$ cat src/rtl/rtd_trimmed_mean_to_celsius_core_defines.svh
// Assertion macros for the RTD trimmed-mean core.
// Included by the top level; no other dependencies.
`ifndef RTD_TRIMMED_MEAN_TO_CELSIUS_CORE_DEFINES_SVH
`define RTD_TRIMMED_MEAN_TO_CELSIUS_CORE_DEFINES_SVH

// Same-cycle implication check on the rising clock edge.
`define RTD_ASSERT_NOW(label, clk, rst, ante, cons) \
   label: assert property (@(posedge clk) disable iff (rst) (ante) |-> (cons)) \
      else $error("assertion failed");

// Next-cycle implication check on the rising clock edge.
`define RTD_ASSERT_NEXT(label, clk, rst, ante, cons) \
   label: assert property (@(posedge clk) disable iff (rst) (ante) |=> (cons)) \
      else $error("assertion failed");

`endif

$ cat src/rtl/rtdtm_pkg.sv
// Shared constants, types and state codes for the RTD trimmed-mean core.
// No dependencies.
`default_nettype none
package rtdtm_pkg;
   localparam int AvgShift = 4;
   localparam int IterMax  = 16;
   localparam int BlockLen = (1 << AvgShift) + 2;
   localparam int IterW    = $clog2(IterMax + 1);

   localparam logic [32:0] KDen   = 33'd7116787724;
   localparam logic [30:0] CoefA  = 31'd1678481809;
   localparam logic [17:0] CoefB  = 18'd249192;
   localparam logic [22:0] R0Q16  = 23'd6553600;
   localparam logic [8:0]  TolQ16 = 9'd328;
   localparam logic [31:0] Recip9 = 32'd477218588;
   localparam logic [12:0] Recip10 = 13'd6554;

   localparam int NumW  = 57;
   localparam int DenW  = 33;
   localparam int QuotW = 25;

   typedef struct packed {
      logic              start;
      logic [NumW-1:0]   num;
      logic [DenW-1:0]   den;
   } div_req_type;

   typedef struct packed {
      logic              done;
      logic [QuotW-1:0]  quot;
   } div_rsp_type;

   typedef enum logic [3:0] {
      ST_IDLE, ST_DIVIDE, ST_DIV9_MUL, ST_DIV9_FIX, ST_UPDATE, ST_MUL_B,
      ST_POLY, ST_MUL_T, ST_RESID, ST_CENTI, ST_CLAMP, ST_DIGIT, ST_EMIT
   } back_state_type;
endpackage
`default_nettype wire

$ cat src/rtl/rtdtm_fifo.sv
// Two-entry queue of block averages between front and back ends.
// Depends on rtdtm_pkg.
`default_nettype none
module rtdtm_fifo import rtdtm_pkg::*; (
   input  wire logic       clock,
   input  wire logic       reset,
   input  wire logic       push,
   input  wire logic [9:0] wdata,
   input  wire logic       pop,
   output logic [9:0]      rdata,
   output logic            empty,
   output logic            full
);
   logic [9:0] mem [2];
   logic       wp_ff, rp_ff;
   logic [1:0] cnt_ff;

   assign empty = (cnt_ff == 2'd0);
   assign full  = (cnt_ff == 2'd2);
   assign rdata = mem[rp_ff];

   // Write the entry
   always_ff @(posedge clock) begin
      if (push) begin
         mem[wp_ff] <= wdata;
      end
   end

   // Move pointers and fill count
   always_ff @(posedge clock) begin
      if (reset) begin
         wp_ff  <= 1'b0;
         rp_ff  <= 1'b0;
         cnt_ff <= 2'd0;
      end else begin
         if (push) wp_ff <= ~wp_ff;
         if (pop)  rp_ff <= ~rp_ff;
         cnt_ff <= cnt_ff + {1'b0, push} - {1'b0, pop};
      end
   end
endmodule
`default_nettype wire

$ cat config.mk
export PLATFORM = sky130hd
export DESIGN_NAME = rtdtm_fifo
export DESIGN_NICKNAME = d
export VERILOG_FILES = /design/src/rtl/rtd_trimmed_mean_to_celsius_core_defines.svh /design/src/rtl/rtdtm_pkg.sv /design/src/rtl/rtdtm_fifo.sv
export SDC_FILE = /design/constraint.sdc
export NUM_CORES = 1
export LEC_CHECK = 0
export ABC_AREA = 0
export BUFFER_PORTS_ARGS = -buffer_cell sky130_fd_sc_hd__buf_2
export CELL_PAD_IN_SITES_DETAIL_PLACEMENT = 1
export CELL_PAD_IN_SITES_GLOBAL_PLACEMENT = 1
export CORE_MARGIN = 10
export CORE_UTILIZATION = 40
export CTS_CLUSTER_DIAMETER = 100
export DETAILED_ROUTE_END_ITERATION = 6
export PLACE_DENSITY = 0.8
export RECOVER_POWER = 100
export SYNTH_ARGS = -nofsm -noshare
export SYNTH_HDL_FRONTEND = slang
export SYNTH_SLANG_ARGS = --single-unit
$ cat constraint.sdc
create_clock -name clock -period 1.7 [get_ports clock]
set_clock_uncertainty 0.15 [all_clocks]
set_input_delay 0.34 -clock clock [delete_from_list [all_inputs] [get_ports clock]]
set_output_delay 0.34 -clock clock [all_outputs]
set_load 0.005 [all_outputs]
==> results.txt, run 1 <==
Outcome: finished with violations
Failing checks: negative setup slack
First-pass GRT wire length: 2.93 mm
# H-tree levels: 1
DP Cell Count: 106
Seq cells post-synth: 25
DRC viols: 0
CP top delay family: flip-flops
Total power: 1.24 mW
Critical-path maximum fanout: 5
Port bufs: 25
Share of layout cells above drive strength 1: 36.1%
First-pass iteration count of the detailed router: 3
Data arrival, critical path: 1250 ps
Syn Std Cell Area: 937 µm²
Worst endpoint required time: 1210 ps
Layout Cells excl Fill: 111
Slew Limit Fails: 0
Worst setup EP type: primary output
Hold_ws: 57.3 ps
R2R Path Start: wp_ff
Die area: 4680 µm²
Cell Chain, Critical Path: buf_6 > mux2_4 > buf_6
Syn Nets: 68
Slew HR: 53.2%
Hold_sp: wdata[3]
Wire per inst: 18.1 µm
Post-DP HPWL: 1.35 mm
Netlist cell types: 11
Clk sinks: 25
Worst vdd ir: 0.000606 V
Final WS setup: -38.9 ps
CP Launch Type: register
Min-delay worst type: in -> reg
RSZ-0062 raised after global routing: yes
Max Fclk: 575 MHz
# IOs: 26
Area contributors post-synth: edfxtp_1 64%, mux2_2 12%, dfxtp_1 11%
Final Hold Viols: 0
Fin crit share: 102%
Total wire length: 2.01 mm
Max-cap violations: 0
Critical path class: reg -> out
CP max-delay cell: dfxtp_2
Initial DRC count: 9
CTS tree: done
# fillers: 226
Number of clock buffers inserted by TritonCTS: 3
DIE WIDTH: 68.4 µm
Clock Latency Late Sink: 320 ps
Worst stage delay on the critical path: 370 ps
Clock Tree Root: clkbuf_4
Power per cell area: 1010 nW/µm²
Worst-margin pin slew: 702 ps
CP most frequent cell: buf_6
Worst-path clk slew: 130 ps
Number of global-route vias before repair: 579
Via Count: 523
Setup TNS: -334 ps
Buffers and inverters on the worst path: 2
Inserted Diodes: 0
Initial antenna violation count: 0
CORE AREA: 2210 µm²
Setup-failing EPs final: 10
Clock Tree Buf Depth: 2
Fin util: 55.6%
RePlAce Congestion: 0.621
Warnings, synthesis: 0
Syn Area/Cell: 18.0 µm²
Row count: 17
Largest net degree at the start of global routing: 14
Yosys top cell by area: edfxtp_1
Post-Synthesis Cells: 52
Leakage power: 0.480 nW
Nets@finish: 100
Crit path time final: 1740 ps
Syn-to-layout area delta: 31.2%
Global Route Usage Sum: 9.10%
Die height: 68.4 µm
Sequential fraction of the synthesis area: 74.8%
Starting density of the core: 42.4%
Vias/cell: 4.71
Hold-fix buffers, CTS: 0
Routed Antenna Nets: 0
Synth top area share: 64.1%
Remaining Overflow, GRT: 0
[final cells by class]
| class | count | area [µm²] | share of cell area, % |
|---|---|---|---|
| Clock buffer | 4 | 26.3 | 2.14 |
| Inverter | 2 | 7.51 | 0.610 |
| Multi-Input combinational cell | 24 | 259 | 21.1 |
| Sequential cell | 25 | 702 | 57.1 |
| Tap cell | 28 | 35.0 | 2.85 |
| Timing Repair Buffer | 28 | 200 | 16.3 |
[kinds of logic after synthesis]
logic type	after synthesis	share of synthesized area, %
and+or+nand+nor	9	4.67
adders and majority gates	2	2.67
buffers and inverters	3	1.60
DFF	25	74.8
muxes	10	12.0
xor gates and xnor gates	3	4.27
[metal layers]
layer	track usage, %	vias to the layer above	routed length, µm
met4	5.28	0	42
met2	16.8	16	1130
met1	8.72	253	694
li1	-	249	-
met5	0	-	0
met3	2.61	5	139
[layout by cell type (no fill, tap or decap)]
master,count
mux2_4,10
ha_1,2
nor2_1,5
clkbuf_4,3
xnor3_1,1
dfxtp_2,1
edfxtp_1,20
and2_0,1
xnor2_1,2
nor2b_1,3
clkbuf_1,13
inv_1,2
buf_2,4
dfxtp_1,4
buf_6,12
[stage by stage]
step | area, µm² | setup slack, ps
global route | 1230 | -102
CTS | 1250 | -38.6
detailed placement | 1100 | 256
floorplan | 937 | 325
global placement | 1100 | 264
finish | 1230 | -38.9
[power by group]
group | switching (mW) | internal [mW]
sequential | 0.0231 | 0.712
clock | 0.174 | 0.0919
combinational | 0.0937 | 0.149
[sequential cells by signal, summed over array words and instances (netlist names), named ones only]
| signal | flops |
|---|---|
| cnt_ff | 2 |
| mem | 20 |
| rp_ff | 1 |
| wp_ff | 1 |
[cell usage after synthesis, drive strengths merged]
master,instances
xnor3,1
inv,2
mux2,10
xnor2,2
buf,1
dfxtp,5
nor2,5
edfxtp,20
nor2b,3
ha,2
and2,1
[worst paths after layout]
check               to  slack (ps)  cells past startpoint
max           rdata[3]         -40                      3
min          mem[0][3]          60                      1
max reg2reg  mem[1][1]         230                      1
min reg2reg      wp_ff         410                      2
[what timing repair did]
item,CTS,global route
endpoints found under the setup margin,10,10
gates resized for setup,24,0
cloned,1,0
setup buffers,0,0
Power figures use the tool's default switching activity.
==> run 2: changes to the inputs <==
--- a/config.mk
+++ b/config.mk
@@ -6,7 +6,7 @@
 export NUM_CORES = 1
 export LEC_CHECK = 0
 export ABC_AREA = 0
-export BUFFER_PORTS_ARGS = -buffer_cell sky130_fd_sc_hd__buf_2
+export BUFFER_PORTS_ARGS = -buffer_cell sky130_fd_sc_hd__buf_4
 export CELL_PAD_IN_SITES_DETAIL_PLACEMENT = 1
 export CELL_PAD_IN_SITES_GLOBAL_PLACEMENT = 1
 export CORE_MARGIN = 10
==> results.txt, run 2 (same netlist as run 1, synthesis figures left out) <==
Data arrival, critical path: 1240 ps (about the same)
RSZ-0062 raised after global routing: yes
Worst-margin pin slew: 642 ps (-59.2 ps)
Setup-failing EPs final: 10 (unchanged)
Remaining Overflow, GRT: 0 (unchanged)
Share of power burned in registers: 59.0% (about the same)
Number of clock buffers inserted by TritonCTS: 3 (unchanged)
Critical path class: reg -> out
Syn-to-layout area delta: 35.2%
Slew Limit Fails: 0 (unchanged)
Clock Tree Root: clkbuf_4
Layout Cells excl Fill: 111 (unchanged)
Largest regs: mem (20), cnt_ff (2)
Port bufs: 25 (unchanged)
Vias/cell: 4.69 (-0.38%)
First-pass GRT wire length: 3.00 mm (+2.4%)
Worst setup path endpoint: rdata[3]
Sequential cell area: 702 µm² (unchanged)
R2R Path Start: wp_ff
Clk sinks: 25 (unchanged)
Max Fclk: 578 MHz (+0.48%)
Initial antenna violation count: 0 (unchanged)
Initial DRC count: 15 (+6)
Fin crit share: 102% (-0.49 points)
Commonest non-fill, non-tap cell in the layout: edfxtp_1
CP Launch Type: register
# H-tree levels: 1 (unchanged)
DP Cell Count: 106 (unchanged)
Biggest register: mem
Starting density of the core: 42.4% (unchanged)
RePlAce Congestion: 0.631 (+1.6%)
Number of global-route vias before repair: 597 (+3.1%)
First-pass iteration count of the detailed router: 2 (-1)
# IOs: 26 (unchanged)
Post-DP HPWL: 1.43 mm (+5.6%)
Largest net degree at the start of global routing: 15 (+1)
Routed Antenna Nets: 0 (unchanged)
Via Count: 521 (-0.38%)
Final Hold Viols: 0 (unchanged)
Max-cap violations: 0 (unchanged)
Die area: 4680 µm² (unchanged)
Critical-path maximum fanout: 5 (unchanged)
Total wire length: 1.87 mm (-6.9%)
Row count: 17 (unchanged)
Worst vdd ir: 0.000593 V (-2.1%)
R2R Setup Slk: 260 ps (+30 ps)
Inserted Diodes: 0 (unchanged)
Largest register FFs: 20 (unchanged)
Clk network pwr share: 20.5% (-0.9 points)
Internal power: 965 µW (+1.3%)
Area of the multi-input gates: 259 µm² (unchanged)
Final WS setup: -30.5 ps (+8.33 ps)
Min-delay worst type: in -> reg
Failing checks: negative setup slack
Die height: 68.4 µm (unchanged)
CORE AREA: 2210 µm² (unchanged)
DRC viols: 0 (unchanged)
Clock Latency Late Sink: 310 ps (about the same)
Switch share: 22.5% (-0.87 points)
Worst slack at placement: 214 ps (-42.0 ps)
Leakage power: 0.510 nW (+6.3%)
# fillers: 222 (-1.8%)
Reg2reg end: mem[1][1]
Share of layout cells above drive strength 1: 45.8% (+9.6 points)
Slew HR: 57.1% (+3.9 points)
Comb pwr share: 20.6% (+1.1 points)
Crit path time final: 1730 ps (-8.33 ps)
Worst endpoint required time: 1210 ps (about the same)
Worst setup EP type: primary output
Reg2Reg Depth: 1 (unchanged)
Wire per inst: 16.8 µm (-6.9%)
CTS tree: done
Power per cell area: 982 nW/µm² (-2.8%)
Nets@finish: 100 (unchanged)
Outcome: finished with violations
Commonest non-fill, non-tap cells in the layout: 20 x edfxtp_1, 12 x buf_6, 11 x clkbuf_4
DIE WIDTH: 68.4 µm (unchanged)
Sw Pwr: 280 µW (-3.6%)
Worst-path clk slew: 130 ps (about the same)
Global Route Usage Sum: 8.80% (-0.30 points)
Clock Tree Buf Depth: 2 (unchanged)
==> run 2: cell types whose count changed in the layout (fill, tap and decap cells not counted) <==
cell,before,now
buf_2,4,0
buf_4,0,3
clkbuf_1,13,5
clkbuf_4,3,11
clkinv_2,0,1
==> run 2: metrics by stage <==
stage	instance area (µm²)	setup TNS, ps	power, mW	hold WS [ps]	util (%)
after floorplan	937	0	0.850	262	-
after global placement	1170	0	0.957	347	52.8
after detailed placement	1170	0	0.971	380	52.8
after CTS	1290	-530	1.28	41.8	58.1
after global routing	1270	-906	1.32	35.6	57.3
final	1270	-237	1.24	58.7	57.3
==> run 2: worst max-delay path, stage by stage, from the launching register on <==
cell     delay, ps
dfxtp_2        370
buf_6          140
mux2_4         310
buf_6          120
==> run 2: per-layer routing <==
layer | wire length [µm] | vias to the layer above | GRT usage (%)
li1 | - | 249 | -
met1 | 665 | 259 | 8.82
met2 | 1050 | 13 | 16.5
met3 | 149 | 0 | 2.94
met4 | 0 | 0 | 3.02
met5 | 0 | - | 0
==> run 2: worst min path at each step <==
stage / from / to / depth (start not counted)
global route: reset / wp_ff / 2
detailed placement: rp_ff / rp_ff / 2
CTS: wdata[5] / mem[0][5] / 1
finish: reset / wp_ff / 2
floorplan: reset / cnt_ff[0] / 1
global placement: rp_ff / rp_ff / 2
==> run 2: final cells by class <==
type	count	area share (%)
Clock inverter	1	0.395
Sequential cell	25	55.4
Clock buffer	3	1.78
Inverter	2	0.592
Multi-Input combinational cell	24	20.4
Tap cell	28	2.76
Timing Repair Buffer	28	18.7
==> run 2: power by group through the flow <==
stage               Combinational (mW)  Clock (mW)  Sequential [mW]
finish                           0.256       0.255            0.734
global route                     0.282       0.297            0.741
CTS                              0.273       0.270            0.735
detailed placement               0.225           0            0.745
global placement                 0.216           0            0.741
floorplan                        0.111           0            0.739
==> run 2: what timing repair did <==
item / in CTS / in global routing
setup buffers: 0 / 0
hold buffers: 0 / 0
cloned: 1 / 0
gates resized for setup: 24 / 0
endpoints found under the setup margin: 10 / 10
