==> config.mk <==
export PLATFORM = sky130hd
export DESIGN_NAME = rtdtm_front
export DESIGN_NICKNAME = d
export VERILOG_FILES = /design/src/rtl/rtd_trimmed_mean_to_celsius_core_defines.svh /design/src/rtl/rtdtm_pkg.sv /design/src/rtl/rtdtm_front.sv
export SDC_FILE = /design/constraint.sdc
export NUM_CORES = 1
export LEC_CHECK = 0
export BUFFER_PORTS_ARGS = -buffer_cell sky130_fd_sc_hd__buf_4
export CAP_MARGIN = 30
export CORE_MARGIN = 2
export CORE_UTILIZATION = 35
export DETAILED_ROUTE_END_ITERATION = 10
export HOLD_SLACK_MARGIN = 0.12
export REMOVE_ABC_BUFFERS = 1
export SLEW_MARGIN = 15
export SYNTH_ARGS = -nofsm -noshare
export SYNTH_HDL_FRONTEND = slang
export SYNTH_SLANG_ARGS = --single-unit
==> constraint.sdc <==
create_clock -name clock -period 7.1 [get_ports clock]
set_clock_uncertainty 0.1 [all_clocks]
set_input_delay 0.71 -clock clock [delete_from_list [all_inputs] [get_ports clock]]
set_output_delay 0.71 -clock clock [all_outputs]
set_load 0.01 [all_outputs]
==> src/rtl/rtd_trimmed_mean_to_celsius_core_defines.svh <==
// Assertion macros for the RTD trimmed-mean core.
// Included by the top level; no other dependencies.
`ifndef RTD_TRIMMED_MEAN_TO_CELSIUS_CORE_DEFINES_SVH
`define RTD_TRIMMED_MEAN_TO_CELSIUS_CORE_DEFINES_SVH

// Same-cycle implication check on the rising clock edge.
`define RTD_ASSERT_NOW(label, clk, rst, ante, cons) \
   label: assert property (@(posedge clk) disable iff (rst) (ante) |-> (cons)) \
      else $error("assertion failed");

// Next-cycle implication check on the rising clock edge.
`define RTD_ASSERT_NEXT(label, clk, rst, ante, cons) \
   label: assert property (@(posedge clk) disable iff (rst) (ante) |=> (cons)) \
      else $error("assertion failed");

`endif

==> src/rtl/rtdtm_pkg.sv <==
// Shared constants, types and state codes for the RTD trimmed-mean core.
// No dependencies.
`default_nettype none
package rtdtm_pkg;
   localparam int AvgShift = 4;
   localparam int IterMax  = 16;
   localparam int BlockLen = (1 << AvgShift) + 2;
   localparam int IterW    = $clog2(IterMax + 1);

   localparam logic [32:0] KDen   = 33'd7116787724;
   localparam logic [30:0] CoefA  = 31'd1678481809;
   localparam logic [17:0] CoefB  = 18'd249192;
   localparam logic [22:0] R0Q16  = 23'd6553600;
   localparam logic [8:0]  TolQ16 = 9'd328;
   localparam logic [31:0] Recip9 = 32'd477218588;
   localparam logic [12:0] Recip10 = 13'd6554;

   localparam int NumW  = 57;
   localparam int DenW  = 33;
   localparam int QuotW = 25;

   typedef struct packed {
      logic              start;
      logic [NumW-1:0]   num;
      logic [DenW-1:0]   den;
   } div_req_type;

   typedef struct packed {
      logic              done;
      logic [QuotW-1:0]  quot;
   } div_rsp_type;

   typedef enum logic [3:0] {
      ST_IDLE, ST_DIVIDE, ST_DIV9_MUL, ST_DIV9_FIX, ST_UPDATE, ST_MUL_B,
      ST_POLY, ST_MUL_T, ST_RESID, ST_CENTI, ST_CLAMP, ST_DIGIT, ST_EMIT
   } back_state_type;
endpackage
`default_nettype wire

==> src/rtl/rtdtm_front.sv <==
// Front end: accumulates sample blocks and produces the trimmed mean.
// Depends on rtdtm_pkg.
`default_nettype none
module rtdtm_front import rtdtm_pkg::*; (
   input  wire logic       clock,
   input  wire logic       reset,
   input  wire logic       accept,
   input  wire logic [9:0] sample,
   output logic            push,
   output logic [9:0]      avg
);
   logic [6:0]  count_ff, count_in;
   logic [16:0] sum_ff, sum_in;
   logic [9:0]  max_ff, max_in, min_ff, min_in;
   logic [16:0] t1, t2;
   logic        last;

   // Fold the new sample into the running block
   always_comb begin
      sum_in = sum_ff + {7'd0, sample};
      max_in = (sample > max_ff) ? sample : max_ff;
      min_in = (sample < min_ff) ? sample : min_ff;
      count_in = count_ff + 7'd1;
      last = (count_in == 7'(BlockLen));
      t1 = (sum_in >= {7'd0, max_in}) ? sum_in - {7'd0, max_in} : 17'd0;
      t2 = (t1 >= {7'd0, min_in}) ? t1 - {7'd0, min_in} : 17'd0;
      avg = 10'(t2 >> AvgShift);
      push = accept && last;
   end

   // Advance block state; restart on the last sample
   always_ff @(posedge clock) begin
      if (reset || push) begin
         count_ff <= '0;
         sum_ff   <= '0;
         max_ff   <= '0;
         min_ff   <= 10'd1023;
      end else if (accept) begin
         count_ff <= count_in;
         sum_ff   <= sum_in;
         max_ff   <= max_in;
         min_ff   <= min_in;
      end
   end
endmodule
`default_nettype wire

==> qor.txt, run 1 <==
leakage = 2.31 nW
Layout fillers = 1174
Peak Freq = 145 MHz
Horiz. Die Dim = 114 µm
count leader, synth = nor2_1
Hold Path Class = reg2reg
Post-synth EDFFs = 0
CTS clk-pin slew, worst paths = 0.06 ns
I/O pin count = 24
Final Cycle Share = 0.971
Synth-to-Final Area Change = 20.5%
total CTS buffers = 5
DR WL/cell = 15.7 µm
first-pass GRT wire length = 18.7 mm
worst slew pin tran = 0.893 ns
dpl cells = 716
Power Total = 2.19 mW
layout net count = 651
Async S/R FF share, synth = 0
pre-CTS WS = -0.0770 ns
min Tclk post-route = 6.89 ns
Starting Density = 0.357
H-tree levels = 2
initial antenna violation count = 0
CTS root buf = clkbuf_16
maximum vdd drop = 0.190 mV
routed via count = 3987
post-route ant nets = 0
Port-buffer cells = 23
largest net degree at the start of global routing = 55
Final WS setup = 0.206 ns
Total GRT Usage = 0.177
crit-path max FO = 8
Multi-input gate area = 3370 µm²
Syn Area/Cell = 7.84 µm²
Setup TNS Final = 0 ns
final slew viol count = 0
CP max stage cell = o41ai_4
Crit path largest cell delay = 0.39 ns
Die Ht = 114 µm
Primary FF master, synth = dfxtp_1
PwrDens = 428 nW/µm²
grt ovf = 0
post-synth top area share = 0.207
DRC errors left = 0
FF/Latch Area = 881 µm²
Core Util, Final = 0.430
Crit. End Element = output pin
detailed-router iteration count before antenna repair = 4
wirelength, routed = 11.5 mm
layout cells sized above 1 = 0.175
Rows = 40
flops & latches, synth = 44
worst skew pair latency = 0.29 ns
maxcap violations = 0
CTS sink cnt = 44
Core Region = 11900 µm²
Max clock buf depth = 2
routability cong. = 0.873
vias per inst = 5.43
Rel. slew slack = 0.404
synth warn = 0
endpoints failing hold = 0
critical path class = in2out
Die Area = 13000 µm²
antenna diode count = 0
status = finished clean
Synth cell types = 57
Yosys top cell by area = dfxtp_1
vias in the first global route = 3851
Cell Area, Synth = 4250 µm²
Arrival @ worst endpoint = 6.08 ns
Post-Layout Cell Count = 734
Post-synth top cells = nor2_1, ha_1, nand2_1
Worst EP required = 6.29 ns
CTS tree = built
Top cell by count, worst path = buf_4
Synth Instances = 542
DPL Wire Length = 8.78 mm
CP startpoint kind = input port
Final setup viols = 0
drt initial violations = 214
Area contributors post-synth = dfxtp_1, ha_1, mux2i_1
register area share after synthesis = 0.207
-- cell type report --
cell class / count / share of cell area
clock buffers: 5 / 0.0244
clock inverters: 3 / 0.00830
inverters: 29 / 0.0213
multi-input cells: 452 / 0.658
flip-flops and latches: 44 / 0.172
well taps: 147 / 0.0359
repair buffers: 54 / 0.0801
-- worst max-delay path: cells and delay by family --
kind,cells,cell delay (ns)
compound gates,12,1.93
simple gates,10,1.60
fa+ha+maj,3,0.88
mux,1,0.14
buf+inv,5,0.80
-- routing by layer --
layer | share of wire | GRT usage
met1 | 0.50 | 0.243
met5 | 0 | 0
met2 | 0.46 | 0.290
met4 | 0.019 | 0.0569
met3 | 0.024 | 0.0228
-- power by group --
group / switching, mW / total [mW] / internal (mW)
sequential: 0.0260 / 0.304 / 0.278
clock: 0.102 / 0.268 / 0.165
combinational: 0.859 / 1.62 / 0.760
-- registers in the layout (all words and copies together) (netlist names) --
name,cells
sum_ff,17
count_ff,7
min_ff,10
max_ff,10
-- kinds of logic after synthesis --
logic type / Yosys count / share of synthesized area
and+or+nand+nor: 194 / 0.214
AOI/OAI and AO/OA: 137 / 0.230
muxes: 29 / 0.0689
buffers and inverters: 46 / 0.0409
DFF: 44 / 0.207
adders and majority gates: 52 / 0.157
xor gates and xnor gates: 40 / 0.0824
-- cells in the final DEF, fill, tap and decap left out, types with 3 or more instances in the layout --
cell type and count:
a211o_1 3, a211oi_1 19, a21o_1 24, a21oi_1 26, a21oi_2 5, and2_1 6
and3_1 5, buf_4 51, clkbuf_16 5, dfxtp_1 44, ha_1 47, inv_1 29
mux2i_1 24, nand2_1 45, nand2b_1 11, nand3_1 20, nand4_1 9, nor2_1 69
nor2b_1 6, nor3_1 3, o211ai_1 9, o21ai_0 18, o21ai_1 3, xnor2_1 26
xor2_1 14
-- timing repair --
item | in CTS | in global routing
gates cloned | 0 | 1
endpoints found under the setup margin | 10 | 10
hold buffers | 0 | 0
buffers inserted | 0 | 8
pin swaps | 0 | 23
resized for setup | 2 | 32
endpoints found under the hold margin | 0 | 0
-- path summary, 6_finish.rpt --
check	cells after the start	from	slack [ns]	end
min	2	sum_ff[8]	0.38	sum_ff[8]
max	31	sample[7]	0.21	avg[7]
min reg2reg	2	sum_ff[8]	0.38	sum_ff[8]
max reg2reg	12	min_ff[1]	3.61	min_ff[6]
-- stage by stage --
step / hold slack, ns / area, µm²
2_1_floorplan: 0.353 / 4190
3_3_place_gp: 0.365 / 4700
3_5_place_dp: 0.377 / 4700
4_1_cts: 0.390 / 4880
5_1_grt: 0.412 / 5120
6_report: 0.380 / 5120
(Power assumes the default switching activity.)
==> run 2: changes to the inputs <==
CORE_MARGIN = not set   (was 2)
==> run 2 against run 1 <==
  * The flow now finishes with violations (design-rule violations)
  * First-iteration DRC count increased by 74%
  * Utilization increased by 2.3 points
  * Maximum frequency increased by 1.3%
  * Combinational power increased by 6%
  * Flip-flop and latch count unchanged
  * Cell count increased by 1.5%
  * Count of clock-buffer cells in the layout increased by 1
  * Non-clock buffer count increased by 15
  * Highest routed layer unchanged
  * Critical path type unchanged
  * Register-to-register slack improved by 0.50 ns
  * Sequential share of layout area decreased by 0.45 points
  * Critical path depth decreased by 3
  * Die area decreased by 3.5%
==> qor.txt, run 2 (synthesized netlist as in run 1, its figures left out) <==
Die Ht = 112 µm (-1.8%)
PwrDens = 438 nW/µm² (+2.4%)
DPL Wire Length = 9.01 mm (+2.5%)
commonest non-fill, non-tap cell in the layout = nor2_1
dpl cell area = 4760 µm² (+1.3%)
CP startpoint kind = input port
Rel. slew slack = 0.445 (+0.0415)
final hold slack = 0.379 ns (-0.00107 ns)
WHS Path Cells = 2 (unchanged)
Final WS setup = 0.292 ns (+0.0853 ns)
violations in the final reports = design-rule violations
maxcap violations = 0 (unchanged)
H-tree levels = 2 (unchanged)
Synth-to-Final Area Change = 23.8%
Rows = 39 (-2.5%)
final slew viol count = 0 (unchanged)
Worst EP required = 6.29 ns (about the same)
critical path class = in2out
Power Total = 2.30 mW (+5.1%)
routed via count = 4102 (+2.9%)
Die Area = 12600 µm² (-3.5%)
Crit. End Element = output pin
post-route design area = 5260 µm² (+2.7%)
total CTS buffers = 5 (unchanged)
most frequent cells in the layout = nor2_1, buf_4, nand2_1
critical path launch point = sample[9]
wirelength, routed = 11.9 mm (+3.7%)
Hold Path Class = reg2reg
detailed-router iteration count before antenna repair = 8 (+4)
maximum vdd drop = 0.190 mV (-0.10%)
hold buffers post-CTS = 0 (unchanged)
pre-CTS WS = 0.0198 ns (+0.0968 ns)
dpl cells = 721 (+0.70%)
initial antenna violation count = 0 (unchanged)
Post-Layout Cell Count = 745 (+1.5%)
WHS Endpoint = sum_ff[7]
I/O pin count = 24 (unchanged)
GRT met3 Usage = 0.0200 (-0.00278)
vias per inst = 5.51 (+1.4%)
reg2reg end = min_ff[9]
gr busiest metal = met2
endpoints failing hold = 0 (unchanged)
HP Start = sum_ff[7]
worst slew pin tran = 0.829 ns (-0.0636 ns)
CTS tree = built
DR WL/cell = 16.0 µm (+2.2%)
Max clock buf depth = 2 (unchanged)
Total GRT Usage = 0.191 (+0.0140)
crit-path max FO = 7 (-1)
antenna diode count = 0 (unchanged)
FF/Latch Area = 881 µm² (unchanged)
Arrival @ worst endpoint = 6.00 ns (-0.08 ns)
grt ovf = 0 (unchanged)
drt initial violations = 372 (+74%)
Final setup viols = 0 (unchanged)
vias in the first global route = 3985 (+3.5%)
routability cong. = 0.902 (+3.4%)
largest reg by FF count = sum_ff
Core Region = 11600 µm² (-2.5%)
CTS clk-pin slew, worst paths = 0.07 ns (about the same)
R2R setup slack = 4.11 ns (+0.50 ns)
Horiz. Die Dim = 112 µm (-1.8%)
worst skew pair latency = 0.30 ns (about the same)
met2 GRT Util = 0.336 (+0.0465)
min Tclk post-route = 6.81 ns (-0.0853 ns)
top flop regs = sum_ff: 17 flops, max_ff: 10 flops, min_ff: 10 flops
status = finished, violations left
Final Cycle Share = 0.959 (-0.0120)
layout net count = 666 (+2.3%)
layout cells sized above 1 = 0.196 (+0.0205)
Port-buffer cells = 23 (unchanged)
CTS root buf = clkbuf_16
leakage = 2.39 nW (+3.2%)
Layout fillers = 1118 (-4.8%)
DRC errors left = 1 (+1)
met1 GRT Util = 0.243 (about the same)
largest net degree at the start of global routing = 55 (unchanged)
Peak Freq = 147 MHz (+1.3%)
post-route ant nets = 0 (unchanged)
Starting Density = 0.366 (+0.00915)
first-pass GRT wire length = 19.4 mm (+4.0%)
Multi-input gate area = 3390 µm² (+0.56%)
CTS sink cnt = 44 (unchanged)
worst r2r src = min_ff[1]
max reg flops = 17 (unchanged)
FF-to-FF path depth = 13 (+1)
run 2: power by group:
group          total, mW  leakage, nW  switching, mW  internal, mW
Sequential         0.305        0.364         0.0273         0.278
Clock              0.293       0.0871          0.116         0.177
Combinational       1.71         1.94          0.887         0.819
Total               2.30         2.39           1.03          1.27
run 2: what timing repair did:
item	4_1_cts	5_1_grt
endpoints found under the setup margin	10	10
buffers inserted	3	14
gates resized for setup	0	35
pin swaps	1	20
run 2: metal layers:
metal  share of wire  vias to the layer above
met2            0.49                       82
li1                -                     2076
met3           0.037                       21
met4           0.019                        0
met1            0.46                     1923
met5               0                        -
run 2: cell type report:
| type | instances | area share |
|---|---|---|
| Clock buffer | 6 | 0.0264 |
| Clock inverter | 2 | 0.00737 |
| Inverter | 29 | 0.0207 |
| Multi-Input combinational cell | 452 | 0.644 |
| Sequential cell | 44 | 0.167 |
| Tap cell | 143 | 0.0340 |
| Timing Repair Buffer | 69 | 0.0999 |
run 2: worst max-delay path by stage:
stage | to | slack (ns)
global route | avg[7] | -0.05
global placement | avg[7] | 0.15
CTS | avg[7] | 0.005
finish | avg[7] | 0.29
floorplan | avg[7] | -0.46
detailed placement | avg[0] | 0.02
run 2: metrics by stage:
stage,util,setup TNS [ns]
global placement,0.410,0
CTS,0.427,0
detailed placement,0.410,0
global route,0.453,-0.0974
finish,0.453,0
floorplan,-,-4.49
run 2: worst max-delay path: stages:
cell	delay, ns
buf_4	0.12
ha_4	0.27
nand4_1	0.18
a211oi_2	0.37
nor4_4	0.08
nor2_4	0.19
mux2i_2	0.28
ha_1	0.28
a21o_1	0.19
a21o_1	0.20
a21oi_2	0.17
nor2b_2	0.09
a31oi_4	0.18
o31ai_4	0.10
nor4_2	0.28
buf_4	0.20
buf_4	0.15
nor2_1	0.05
ha_1	0.32
and3_4	0.21
a221o_1	0.32
a31oi_1	0.15
buf_4	0.17
o21ai_2	0.05
a222oi_1	0.29
o21a_1	0.17
a21oi_1	0.06
buf_4	0.14
